<file path="config.mk">
export PLATFORM = sky130hd
export DESIGN_NAME = segment_reassembly_tracker_top
export DESIGN_NICKNAME = d
export VERILOG_FILES = /design/src/hw/rtl/srt_pkg.sv /design/src/hw/rtl/segment_reassembly_tracker_top.sv /design/src/hw/rtl/srt_mem.sv /design/src/hw/rtl/srt_eval.sv
export SDC_FILE = /design/constraint.sdc
export NUM_CORES = 2
export LEC_CHECK = 0
export BUFFER_PORTS_ARGS = -buffer_cell sky130_fd_sc_hd__buf_2
export CORE_MARGIN = 10
export CORE_UTILIZATION = 60
export CTS_CLUSTER_SIZE = 20
export DETAILED_ROUTE_END_ITERATION = 16
export PLACE_DENSITY = 0.85
export SLEW_MARGIN = 20
export SYNTH_ARGS = -nofsm -noshare
export SYNTH_HDL_FRONTEND = slang
export SYNTH_SLANG_ARGS = --single-unit
</file>
<file path="constraint.sdc">
create_clock -name clk -period 17 [get_ports clk]
set_input_delay 2.55 -clock clk [delete_from_list [all_inputs] [get_ports clk]]
set_output_delay 2.55 -clock clk [all_outputs]
set_load 0.02 [all_outputs]
</file>
<file path="src/hw/rtl/srt_pkg.sv">
`default_nettype none

package srt_pkg;

	// Default sizing of the tracker.
	localparam int ENTRIES_DEF     = 16;
	localparam int LENGTH_BITS_DEF = 24;
	localparam int MAX_SEGMENT_DEF = 66000;

	// Field widths of the segment header and the result.
	localparam int NODE_W    = 32;
	localparam int PORT_W    = 32;
	localparam int TRANS_W   = 32;
	localparam int SEG_W     = 16;
	localparam int TOTAL_W   = 24;
	localparam int PAYLOAD_W = 17;
	localparam int STATUS_W  = 3;
	localparam int INDEX_W   = 4;
	localparam int OFFSET_W  = 24;
	localparam int ACKLEN_W  = 24;

	// Stream widths, rounded up to whole bytes.
	localparam int IN_BITS  = NODE_W + PORT_W + TRANS_W + SEG_W + TOTAL_W + PAYLOAD_W;
	localparam int IN_W     = ((IN_BITS + 7) / 8) * 8;
	localparam int OUT_BITS = STATUS_W + INDEX_W + OFFSET_W + TRANS_W + ACKLEN_W;
	localparam int OUT_W    = ((OUT_BITS + 7) / 8) * 8;

	// Sequence number that opens a transaction.
	localparam logic [SEG_W-1:0] FIRST_SEG = SEG_W'(1);

	// Result codes.
	typedef enum logic [STATUS_W-1:0] {
		ST_ACCEPTED  = 3'd0,
		ST_COMPLETED = 3'd1,
		ST_NO_START  = 3'd2,
		ST_GAP       = 3'd3,
		ST_FULL      = 3'd4,
		ST_OVERRUN   = 3'd5
	} srt_status_t;

	// Controller states.
	typedef enum logic [1:0] {
		S_IDLE,
		S_SCAN,
		S_DECIDE
	} srt_state_t;

	// One segment header.
	typedef struct packed {
		logic [PAYLOAD_W-1:0] payload;
		logic [TOTAL_W-1:0]   total;
		logic [SEG_W-1:0]     seg;
		logic [TRANS_W-1:0]   trans;
		logic [PORT_W-1:0]    port;
		logic [NODE_W-1:0]    node;
	} srt_req_t;

	// Outcome of one segment: result fields plus table update controls.
	typedef struct packed {
		srt_status_t         status;
		logic [OFFSET_W-1:0] offset;
		logic [TRANS_W-1:0]  ack_id;
		logic [ACKLEN_W-1:0] ack_len;
		logic                write;
		logic                clear;
	} srt_act_t;

endpackage

`default_nettype wire

</file>
<file path="src/hw/rtl/segment_reassembly_tracker_top.sv">
`default_nettype none

// Segment reassembly tracker. Each segment header transfer on the s_ side yields exactly
// one result transfer on the m_ side. Transactions are kept in an ENTRIES-deep table
// memory keyed by peer node, peer port and transaction id; a header is looked up by
// reading that memory one entry per cycle, stopping at the first matching valid entry,
// and the matched or newly opened entry is then updated in the decision state once the
// result register is free. A new header is accepted only in the idle state, after the
// previous one has been decided; the single read port of the table memory is used by
// the scan. Of the table, only the valid bits are cleared at reset, so the block is
// ready right after reset.
module segment_reassembly_tracker_top
	import srt_pkg::*;
#(
	parameter int ENTRIES     = ENTRIES_DEF,
	parameter int LENGTH_BITS = LENGTH_BITS_DEF,
	parameter int MAX_SEGMENT = MAX_SEGMENT_DEF
) (
	input  wire logic             clk,
	input  wire logic             arst_n,
	input  wire logic             s_tvalid,
	output logic                  s_tready,
	// peer_node, peer_port, trans_id, seg_id, total_length, payload_length, zero pad
	input  wire logic [IN_W-1:0]  s_tdata,
	output logic                  m_tvalid,
	input  wire logic             m_tready,
	// status, entry_index, write_offset, ack_trans_id, ack_length, zero pad
	output logic      [OUT_W-1:0] m_tdata
);

	localparam int IDX_W  = (ENTRIES > 1) ? $clog2(ENTRIES) : 1;
	localparam int DATA_W = NODE_W + PORT_W + TRANS_W + 2 * LENGTH_BITS + SEG_W;
	localparam logic [IDX_W-1:0] LAST = IDX_W'(ENTRIES - 1);

	// Record layout in the table memory.
	localparam int NEXT_LSB  = 0;
	localparam int RCV_LSB   = NEXT_LSB + SEG_W;
	localparam int TOT_LSB   = RCV_LSB + LENGTH_BITS;
	localparam int TRANS_LSB = TOT_LSB + LENGTH_BITS;
	localparam int PORT_LSB  = TRANS_LSB + TRANS_W;
	localparam int NODE_LSB  = PORT_LSB + PORT_W;

	srt_state_t state_q, state_d;

	srt_req_t               req_q;
	logic [ENTRIES-1:0]     valid_q;
	logic [IDX_W-1:0]       scan_q;
	logic                   issue_q;
	logic                   rd_vld_s1;
	logic [IDX_W-1:0]       rd_idx_s1;
	logic                   hit_q;
	logic [IDX_W-1:0]       hit_idx_q;
	logic                   free_found_q;
	logic [IDX_W-1:0]       free_idx_q;
	logic [LENGTH_BITS-1:0] ent_total_q;
	logic [LENGTH_BITS-1:0] ent_received_q;
	logic [SEG_W-1:0]       ent_next_q;
	logic                   m_tvalid_q;
	logic [OUT_W-1:0]       m_tdata_q;

	logic                   accept;
	logic                   rd_en;
	logic                   out_free;
	logic                   load_out;
	logic                   cmp_hit;
	logic                   cmp_last;
	logic [DATA_W-1:0]      rd_data;
	logic [DATA_W-1:0]      wr_data;
	srt_act_t               act;
	logic [IDX_W-1:0]       slot;
	logic [LENGTH_BITS-1:0] new_total;
	logic [LENGTH_BITS-1:0] new_received;
	logic [SEG_W-1:0]       new_next;
	logic [31:0]            slot32;
	logic [INDEX_W-1:0]     out_index;

	// Table memory.
	srt_mem #(
		.DEPTH (ENTRIES),
		.ADDR_W(IDX_W),
		.DATA_W(DATA_W)
	) u_mem (
		.clk    (clk),
		.wr_en  (load_out && act.write),
		.wr_addr(slot),
		.wr_data(wr_data),
		.rd_en  (rd_en),
		.rd_addr(scan_q),
		.rd_data(rd_data)
	);

	// Segment classification.
	srt_eval #(
		.IDX_W      (IDX_W),
		.LENGTH_BITS(LENGTH_BITS),
		.MAX_SEGMENT(MAX_SEGMENT)
	) u_eval (
		.req         (req_q),
		.hit         (hit_q),
		.hit_idx     (hit_idx_q),
		.free_found  (free_found_q),
		.free_idx    (free_idx_q),
		.ent_total   (ent_total_q),
		.ent_received(ent_received_q),
		.ent_next    (ent_next_q),
		.act         (act),
		.slot        (slot),
		.new_total   (new_total),
		.new_received(new_received),
		.new_next    (new_next)
	);

	assign wr_data = {req_q.node, req_q.port, req_q.trans, new_total, new_received, new_next};

	// Key compare on the entry read in the previous cycle.
	always_comb begin
		cmp_hit = rd_vld_s1 && valid_q[rd_idx_s1]
			&& rd_data[NODE_LSB +: NODE_W] == req_q.node
			&& rd_data[PORT_LSB +: PORT_W] == req_q.port
			&& rd_data[TRANS_LSB +: TRANS_W] == req_q.trans;
		cmp_last = rd_vld_s1 && rd_idx_s1 == LAST;
		out_free = !m_tvalid_q || m_tready;
	end

	// Next state.
	always_comb begin
		state_d = state_q;
		case (state_q)
			S_IDLE: begin
				if (s_tvalid) begin
					state_d = S_SCAN;
				end
			end
			S_SCAN: begin
				if (cmp_hit || cmp_last) begin
					state_d = S_DECIDE;
				end
			end
			S_DECIDE: begin
				if (out_free) begin
					state_d = S_IDLE;
				end
			end
			default: state_d = S_IDLE;
		endcase
	end

	// Controller outputs.
	always_comb begin
		s_tready = 1'b0;
		rd_en    = 1'b0;
		load_out = 1'b0;
		case (state_q)
			S_IDLE:   s_tready = 1'b1;
			S_SCAN:   rd_en    = issue_q;
			S_DECIDE: load_out = out_free;
			default:  s_tready = 1'b0;
		endcase
	end

	assign accept = s_tvalid && s_tready;

	// Control state.
	always_ff @(posedge clk or negedge arst_n) begin
		if (!arst_n) begin
			state_q      <= S_IDLE;
			valid_q      <= '0;
			scan_q       <= '0;
			issue_q      <= 1'b0;
			rd_vld_s1    <= 1'b0;
			hit_q        <= 1'b0;
			free_found_q <= 1'b0;
			m_tvalid_q   <= 1'b0;
		end else begin
			state_q   <= state_d;
			rd_vld_s1 <= rd_en;
			if (accept) begin
				scan_q       <= '0;
				issue_q      <= 1'b1;
				hit_q        <= 1'b0;
				free_found_q <= 1'b0;
			end
			// Walk the table addresses and note the lowest free entry.
			if (rd_en) begin
				if (scan_q != LAST) begin
					scan_q <= scan_q + IDX_W'(1);
				end
				if (!valid_q[scan_q] && !free_found_q) begin
					free_found_q <= 1'b1;
				end
			end
			// Reads stop after the last address or at the first match.
			if ((rd_en && scan_q == LAST) || (state_q == S_SCAN && cmp_hit)) begin
				issue_q <= 1'b0;
			end
			if (state_q == S_SCAN && cmp_hit) begin
				hit_q <= 1'b1;
			end
			// Update the valid bit of the entry used.
			if (load_out && act.write) begin
				valid_q[slot] <= 1'b1;
			end else if (load_out && act.clear) begin
				valid_q[slot] <= 1'b0;
			end
			// Result register.
			if (load_out) begin
				m_tvalid_q <= 1'b1;
			end else if (m_tready) begin
				m_tvalid_q <= 1'b0;
			end
		end
	end

	assign slot32    = 32'(slot);
	assign out_index = (act.status == ST_NO_START || act.status == ST_FULL)
		? '0 : slot32[INDEX_W-1:0];

	// Payload registers.
	always_ff @(posedge clk) begin
		rd_idx_s1 <= scan_q;
		if (accept) begin
			req_q <= s_tdata[IN_BITS-1:0];
		end
		if (rd_en && !valid_q[scan_q] && !free_found_q) begin
			free_idx_q <= scan_q;
		end
		if (state_q == S_SCAN && cmp_hit) begin
			hit_idx_q      <= rd_idx_s1;
			ent_total_q    <= rd_data[TOT_LSB +: LENGTH_BITS];
			ent_received_q <= rd_data[RCV_LSB +: LENGTH_BITS];
			ent_next_q     <= rd_data[NEXT_LSB +: SEG_W];
		end
		if (load_out) begin
			m_tdata_q <= OUT_W'({act.ack_len, act.ack_id, act.offset, out_index, act.status});
		end
	end

	assign m_tvalid = m_tvalid_q;
	assign m_tdata  = m_tdata_q;

endmodule

`default_nettype wire

</file>
<file path="src/hw/rtl/srt_mem.sv">
`default_nettype none

module srt_mem
	import srt_pkg::*;
#(
	parameter int DEPTH  = ENTRIES_DEF,
	parameter int ADDR_W = 4,
	parameter int DATA_W = 184
) (
	input  wire logic              clk,
	input  wire logic              wr_en,
	input  wire logic [ADDR_W-1:0] wr_addr,
	input  wire logic [DATA_W-1:0] wr_data,
	input  wire logic              rd_en,
	input  wire logic [ADDR_W-1:0] rd_addr,
	output logic      [DATA_W-1:0] rd_data
);

	logic [DATA_W-1:0] mem [DEPTH];

	// Write port.
	always_ff @(posedge clk) begin
		if (wr_en) begin
			mem[wr_addr] <= wr_data;
		end
	end

	// Registered read port.
	always_ff @(posedge clk) begin
		if (rd_en) begin
			rd_data <= mem[rd_addr];
		end
	end

endmodule

`default_nettype wire

</file>
<file path="src/hw/rtl/srt_eval.sv">
`default_nettype none

module srt_eval
	import srt_pkg::*;
#(
	parameter int IDX_W       = 4,
	parameter int LENGTH_BITS = LENGTH_BITS_DEF,
	parameter int MAX_SEGMENT = MAX_SEGMENT_DEF
) (
	input  wire srt_req_t               req,
	input  wire logic                   hit,
	input  wire logic [IDX_W-1:0]       hit_idx,
	input  wire logic                   free_found,
	input  wire logic [IDX_W-1:0]       free_idx,
	input  wire logic [LENGTH_BITS-1:0] ent_total,
	input  wire logic [LENGTH_BITS-1:0] ent_received,
	input  wire logic [SEG_W-1:0]       ent_next,
	output srt_act_t                    act,
	output logic      [IDX_W-1:0]       slot,
	output logic      [LENGTH_BITS-1:0] new_total,
	output logic      [LENGTH_BITS-1:0] new_received,
	output logic      [SEG_W-1:0]       new_next
);

	localparam int SUM_W = ((LENGTH_BITS > PAYLOAD_W) ? LENGTH_BITS : PAYLOAD_W) + 1;
	localparam logic [PAYLOAD_W-1:0] MAX_PAY = PAYLOAD_W'(MAX_SEGMENT);

	logic [LENGTH_BITS-1:0] off;
	logic [LENGTH_BITS-1:0] tot;
	logic [SEG_W-1:0]       expect_seg;
	logic [SUM_W-1:0]       sum;
	logic [SUM_W-1:0]       tot_ext;
	logic [31:0]            off32;
	logic [31:0]            tot32;

	// A fresh entry starts empty and expects the first segment.
	always_comb begin
		slot       = hit ? hit_idx : free_idx;
		off        = hit ? ent_received : '0;
		tot        = hit ? ent_total : LENGTH_BITS'(req.total);
		expect_seg = hit ? ent_next : FIRST_SEG;
		sum        = SUM_W'(off) + SUM_W'(req.payload);
		tot_ext    = SUM_W'(tot);
		off32      = 32'(off);
		tot32      = 32'(tot);
	end

	// Record written back for a segment that keeps the entry open.
	always_comb begin
		new_total    = tot;
		new_received = LENGTH_BITS'(sum);
		new_next     = expect_seg + SEG_W'(1);
	end

	// Classify the segment.
	always_comb begin
		act.status  = ST_ACCEPTED;
		act.offset  = '0;
		act.ack_id  = '0;
		act.ack_len = '0;
		act.write   = 1'b0;
		act.clear   = 1'b0;
		if (!hit && req.seg != FIRST_SEG) begin
			act.status = ST_NO_START;
		end else if (!hit && !free_found) begin
			act.status = ST_FULL;
		end else if (req.seg != expect_seg) begin
			act.status = ST_GAP;
		end else if (req.payload > MAX_PAY || sum > tot_ext) begin
			act.status = ST_OVERRUN;
			act.offset = off32[OFFSET_W-1:0];
		end else if (sum == tot_ext) begin
			act.status  = ST_COMPLETED;
			act.offset  = off32[OFFSET_W-1:0];
			act.ack_id  = req.trans;
			act.ack_len = tot32[ACKLEN_W-1:0];
			act.clear   = 1'b1;
		end else begin
			act.status = ST_ACCEPTED;
			act.offset = off32[OFFSET_W-1:0];
			act.write  = 1'b1;
		end
	end

endmodule

`default_nettype wire
</file>
# After elaboration in Yosys (flattened, before gate mapping)
# Memories as Yosys holds them, arrays and structs flattened. A register that Yosys moved wholly into a read port is not among the register bits.
# Index checks and enable logic that the tools add are counted.
totals:
  word_cells: 131
  ramBits: 2560
  reg_bits: 343
  input_bits: 164
  mem_count: 1
  output_inout_bits: 90
op_classes:
  n_reduce_logical: 33
  n_bitwise: 4
  mux: 44
  eq_ne: 16
  n_lt_le_gt_ge: 6
  add_sub_neg: 3
memory_table:
  columns: ["name", "depth", "width", "read_ports", "rd_clocked_by_memory_dff", "wr", "line_no", "source"]
  rows:
  - ["u_mem.mem", 16, 160, 1, 1, 1, "srt_mem.sv:19", "logic [DATA_W-1:0] mem [DEPTH];"]
op_table:
  columns: ["op", "n"]
  rows:
  - ["== test 32 bit", 3]
  - ["2-to-1 mux 16 bit", 3]
  - ["2-to-1 mux 24 bit", 2]
  - ["2-to-1 mux 27 bit", 1]
  - ["adder 24 x 17 -> 25 bit", 1]
  - ["== test 25 x 24 -> 1 bit", 1]
  - ["greater-than comparator 25 x 24 -> 1 bit", 1]
  - ["2-to-1 mux 25 bit", 1]
  - ["2-to-1 mux 1 bit", 19]
  - ["greater-than comparator 17 bit, second input constant", 1]
  - ["adder 16 x 1 -> 16 bit, second input constant", 1]
  - ["AND 16 bit", 1]
  - ["logical AND 1 bit", 16]
  - ["2-to-1 mux 4 bit", 4]
  - ["inequality test 16 x 1 -> 1 bit, second input constant", 1]
  - ["inequality test 16 bit", 1]
  - ["NOT 16 bit", 1]
  - ["OR 16 bit", 1]
  - ["less-than comparator 4 x 5 -> 1 bit, second input constant", 3]
  - ["2-to-1 mux 2 bit", 7]
  - ["2-to-1 mux 3 bit", 3]
  - ["binary-select mux 1 bit (select 4 bit)", 2]
  - ["== test 4 bit, second input constant", 2]
  - ["nonzero test 2 bit", 4]
  - ["17 further kinds", 26]

# Logic depth before layout (Yosys ltp)
depth:
  word_depth: 11
  mapped_depth: 28
  depth_no_buf: 20

# Modules after synthesis
# A second synthesis with hierarchy kept.
unflattened:
  cells_unflattened: 5341
  area_unflattened_um2: 116498.0
by_module_without_submodules:
  columns: ["mod", "area_each_um2", "cells_each", "instances", "seq_area_each_um2"]
  rows:
  - ["srt_mem", 100901.8, 4191, 1, 81678.3]
  - ["segment_reassembly_tracker_top", 12179.2, 622, 1, 10124.7]
  - ["srt_eval", 3417.0, 528, 1, 0.0]

# Worst setup path after synthesis
# No wires, ideal clock.
synth_timing:
  path_type: "input to register"
  start: "in m_tready"
  end: "mem u_mem.mem[15][0] (netlist name) (enable)"
  setup_time_ns: 0.683
  cell_stages: 5
  required_time_ns: 16.317
  n_path_buf: 0
  path_slack_ns: 2.282
  arrival_ns: 14.035
  path_cell_list: "nand2b_1 -> nor2b_1 -> nor2b_1 -> nand4_1 -> nor2_1"
synth_via:
  elab_chain_cells: 5
synth_lines:
  columns: ["element", "line_no", "source"]
  rows:
  - ["start: declaration", "segment_reassembly_tracker_top.sv:26", "input wire logic m_tready,"]
  - ["logical OR 1 bit", "segment_reassembly_tracker_top.sv:122", "out_free = !m_tvalid_q || m_tready;"]
  - ["2-to-1 mux 1 bit", "segment_reassembly_tracker_top.sv:153", "case (state_q)"]
  - ["named net load_out", "segment_reassembly_tracker_top.sv:64", "logic load_out;"]
  - ["logical AND 1 bit", "segment_reassembly_tracker_top.sv:84", ".wr_en (load_out && act.write),"]
  - ["2-to-1 mux 1 bit", "srt_mem.sv:23", "if (wr_en) begin"]
  - ["2-to-1 mux 1 bit (implied by the code)", "srt_mem.sv:24", "mem[wr_addr] <= wr_data;"]
  - ["end: declaration", "srt_mem.sv:19", null]
# The timed path passes the listed nets, and every way through them passes these cells.

# Worst setup path after layout
layout_timing:
  start: "reg hit_q"
  end: "mem u_mem.mem[2][51] (netlist name) (enable)"
layout_via:
  elab_chain_cells: 11
  elab_cells_between_ends: 20
  cone_classes: "add/sub (1); order compare (1); eq/ne (2); mux (11); reduce/logical (5)"
layout_lines:
  columns: ["element", "line_no", "source"]
  rows:
  - ["start: declaration", "segment_reassembly_tracker_top.sv:51", "logic hit_q;"]
  - ["start signal: assignment", "segment_reassembly_tracker_top.sv:171", "hit_q <= 1'b0;"]
  - ["start signal: assignment", "segment_reassembly_tracker_top.sv:180", "hit_q <= 1'b0;"]
  - ["start signal: assignment", "segment_reassembly_tracker_top.sv:197", "hit_q <= 1'b1;"]
  - ["2-to-1 mux 24 bit *", "srt_eval.sv:39", "off = hit ? ent_received : '0;"]
  - ["named net u_eval.off[1]", "srt_eval.sv:28", "logic [LENGTH_BITS-1:0] off;"]
  - ["adder 24 x 17 -> 25 bit *", "srt_eval.sv:42", "sum = SUM_W'(off) + SUM_W'(req.payload);"]
  - ["named net new_received[23]", "segment_reassembly_tracker_top.sv:72", "logic [LENGTH_BITS-1:0] new_received;"]
  - ["greater-than comparator 25 x 24 -> 1 bit or == test 25 x 24 -> 1 bit (tied branches)", "srt_eval.sv:69, srt_eval.sv:72", null]
  - ["logical OR 1 bit or 2-to-1 mux 1 bit (tied branches)", "srt_eval.sv:69, srt_eval.sv:72", null]
  - ["2-to-1 mux 2 bit *", "srt_eval.sv:69", "end else if (req.payload > MAX_PAY || sum > tot_ext) begin"]
  - ["2-to-1 mux 2 bit *", "srt_eval.sv:67", "end else if (req.seg != expect_seg) begin"]
  - ["2-to-1 mux 2 bit *", "srt_eval.sv:65", "end else if (!hit && !free_found) begin"]
  - ["2-to-1 mux 2 bit *", "srt_eval.sv:63", "if (!hit && req.seg != FIRST_SEG) begin"]
  - ["logical AND 1 bit *", "segment_reassembly_tracker_top.sv:84", null]
  - ["2-to-1 mux 1 bit *", "srt_mem.sv:23", null]
  - ["2-to-1 mux 1 bit (implied by the code) *", "srt_mem.sv:24", null]
# Mark *: on every way through the listed nets, which the timed path passes. The rest lies on a longest branch.

==> results.sh <==
export IMPL_status="completed"
export IMPL_clk_pin_slew_ns=0.06
export IMPL_hold_buffers=0
export IMPL_synth_edf_count=3032
export IMPL_max_stage_delay_ns=1.05
export IMPL_die_w_um=460
export IMPL_rsz0062_at_grt="false"
export IMPL_critical_path_buf_inv_count=4
export IMPL_fp_dieArea_um2=212000
export IMPL_yosysWarningCount=0
export IMPL_r2r_start="hit_q"
export IMPL_relSlewSlack=0.195
export IMPL_dp_hpwl_um=152000
export IMPL_rows=161
export IMPL_layout_commonest_cell="edfxtp_1"
export IMPL_grtUsageTotal=0.306
export IMPL_tns_ns=0
export IMPL_crit_chain="buf_4, nand2_1, inv_1, ha_1, a211oi_1, o21ai_0, a41oi_1, a311oi_1, nor3_1, o21ai_0, a21oi_2, ha_1, nand3_1, nor2_1, nand4_1, or3_1, nor4b_2, nand4_1, nor2_4, buf_4, buf_4"
export IMPL_powerDensity_nw_per_um2=113
export IMPL_cts_setup_buffers=0
export IMPL_startpoint="hit_q"
export IMPL_synth_cells=4950
export IMPL_numCtsBuffers=303
export IMPL_cts_resized_gates=0
export IMPL_clock_fmax_ghz=0.0883
export IMPL_cp_num_cells=21
export IMPL_r2r_slack_ns=5.68
export IMPL_yosysUniqueCellTypes=77
export IMPL_start_util=0.604
export IMPL_grt_max_degree=113
export IMPL_crit_top_cell="buf_4"
export IMPL_clock_path_buffers=4
export IMPL_synth_seq_cells=3063
export IMPL_cts_sinks=3063
export IMPL_cp_start_kind="flip-flop"
export IMPL_ant_nets=0
export IMPL_maxSlewViolCount=0
export IMPL_hold_viol=0
export IMPL_fin_crit_sh=0.666
export IMPL_synthesis_area_um2=116000
export IMPL_routabilityCongestion=0.864
export IMPL_wirelength_um=323000
export IMPL_final_nets=5623
export IMPL_drt_pass1_iter_count=12
export IMPL_wl_per_cell_um=39.6
export IMPL_criticalPathCategory="reg -> reg"
export IMPL_drive_above_1_share=0.293
export IMPL_cp_slowest_cell="buf_4"
export IMPL_grt_pass1_wl_um=459000
export IMPL_grt_pass1_vias=61100
export IMPL_final_area_um2=131000
export IMPL_port_buffers=245
export IMPL_p_leak_nw=42.0
export IMPL_cts_tree="yes"
export IMPL_cp_top_family="simple AND/OR/NAND/NOR gates"
export IMPL_worst_r2r_path_depth=21
export IMPL_crit_end="u_mem.mem[2][51]"
export IMPL_synth_async_sr_flop_share=0.00881
export IMPL_max_cap_violations=0
export IMPL_end_kind="flip-flop"
export IMPL_drtIter0Drc=9794
export IMPL_insertion_delay_ns=0.97
export IMPL_vias=59200
export IMPL_chipHeight_um=460
export IMPL_ir_drop_mv=0.118
export IMPL_cts_root_buf="clkbuf_16"
export IMPL_period_needed_ns=11.32
export IMPL_drcViolationCount=0
export IMPL_syn_nets=5158
export IMPL_antenna_found_initial=10
export IMPL_fp_coreArea_um2=193000
export IMPL_syn2layout_area_growth_pct=12.2
export IMPL_ios=254
export IMPL_synth_main_ff_cell="edfxtp_1"
export IMPL_cts_max_level=5
export IMPL_ys_seq_area_frac=0.789
export IMPL_skew_ns=0.0793
export IMPL_r2r_end="u_mem.mem[2][51]"
export IMPL_cp_max_fo=54
export IMPL_setup_violations=0
export IMPL_gr_total_overflow=0
export IMPL_worstMarginPinSlew_ns=1.21
export IMPL_critPathRequiredTime_ns=17.55
export IMPL_hold_class="reg -> reg"
export IMPL_post_dp_cell_area_um2=121000
export IMPL_via_per_inst=7.26
export IMPL_critical_path_arrival_ns=11.87
export IMPL_final_cell_mix="3,032 x edfxtp_1, 796 x mux4_2, 307 x clkbuf_16, 246 x buf_2, 109 x buf_4"
export IMPL_synth_area_per_cell_um2=23.5
area by class of cell:
cell class | count | area [um^2]
Antenna cell | 4 | 10.0
Clock buffer | 362 | 7920
Clock inverter | 147 | 1310
Fill cell | 10600 | 62100
Inverter | 80 | 315
Multi-Input combinational cell | 1594 | 23600
Sequential cell | 3063 | 91800
Tap cell | 2526 | 3160
Timing Repair Buffer | 373 | 2390
metrics by stage:
stage | std cells | utilization | hold WS [ns] | setup slack (ns) | total power [mW]
6_report | 8149 | 0.678 | 0.414 | 5.68 | 14.7
5_1_grt | 8147 | 0.678 | 0.418 | 5.54 | 15.0
4_1_cts | 8140 | 0.677 | 0.409 | 5.53 | 14.7
3_5_place_dp | 7631 | 0.629 | 0.405 | 6.17 | 8.36
3_3_place_gp | 7631 | 0.629 | 0.401 | 6.58 | 8.36
2_1_floorplan | 4950 | - | 0.361 | 2.28 | 8.34
power breakdown:
part | total (mW) | internal (mW) | switching [mW]
clock | 6.49 | 3.65 | 2.85
sequential | 8.17 | 8.17 | 0.00000000000000000437
combinational | 0.0268 | 0.0126 | 0.0142
how the worst min path moves through the flow:
stage | cells after the start | startpoint | slack, ns | to
floorplan | 0 | scan_q[3] | 0.36 | rd_idx_s1[3]
global placement | 0 | u_mem.rd_data[51] | 0.40 | ent_total_q[11]
detailed placement | 0 | u_mem.rd_data[1] | 0.40 | ent_next_q[1]
CTS | 0 | u_mem.rd_data[54] | 0.41 | ent_total_q[14]
global route | 0 | u_mem.rd_data[54] | 0.42 | ent_total_q[14]
finish | 0 | u_mem.rd_data[54] | 0.41 | ent_total_q[14]
cells by family (layout without fill, tap and decap cells):
logic type               after synthesis  in the layout  share of synthesized area
buffers and inverters                293            962                    0.00993
adder cells (fa/ha/maj)               44             44                    0.00480
XOR/XNOR                             101            101                    0.00760
AND/OR/NAND/NOR                      399            399                     0.0182
other                                  1              5                  0.0000322
AO/OA/AOI/OAI                        213            213                     0.0127
flip-flops                          3063           3063                      0.789
multiplexers                         836            836                      0.158
metal layers:
layer	GRT usage	wire, um
met1	0.379	102000
met2	0.500	160000
met3	0.0746	38700
met4	0.169	21900
met5	0	27
registers in the layout, summed over array words and instances, names as in the netlist, 16 cells and up, named ones only:
signal,flops
u_mem.mem,2560
u_mem.rd_data,160
req_q,153
m_tdata,87
ent_received_q,24
ent_total_q,24
ent_next_q,16
synthesized netlist by cell type (all sizes together), types with 4 or more instances:
library cell,instances,share of area
xnor2,74,0.0056
dfrtp,27,0.0058
and2,37,0.0020
nand3,20,0.00086
ha,43,0.0046
o21ai,42,0.0018
a2111o,7,0.00068
a22o,4,0.00030
nor2b,43,0.0023
a31oi,5,0.00027
nor2,114,0.0045
nand2b,19,0.0010
nand4,31,0.0017
a21o,7,0.00045
o2111ai,5,0.00038
nand2,87,0.0028
buf,89,0.0033
and3,6,0.00032
o22a,6,0.00045
o21bai,6,0.00039
mux2i,39,0.0034
nor3,11,0.00057
nor4,13,0.00070
a211oi,19,0.0012
nand4b,5,0.00038
clkbuf,124,0.0040
a21oi,43,0.0019
mux4,796,0.15
edfxtp,3032,0.78
xor2,27,0.0020
o41ai,16,0.0012
dfxtp,4,0.00069
inv,79,0.0025
o21a,10,0.00065
o22ai,10,0.00054
worst reg2reg max path: stages (launching register included):
cell and delay [ns]:
dfrtp_4 0.79, buf_4 0.78, nand2_1 0.29, inv_1 0.12, ha_1 0.25, a211oi_1 0.34, o21ai_0 0.27, a41oi_1 0.55
a311oi_1 0.34, nor3_1 0.68, o21ai_0 0.27, a21oi_2 0.73, ha_1 0.39, nand3_1 0.19, nor2_1 0.10, nand4_1 0.18
or3_1 0.26, nor4b_2 0.72, nand4_1 0.73, nor2_4 1.04, buf_4 1.09, buf_4 0.84
Power figures use the tool's default switching activity.
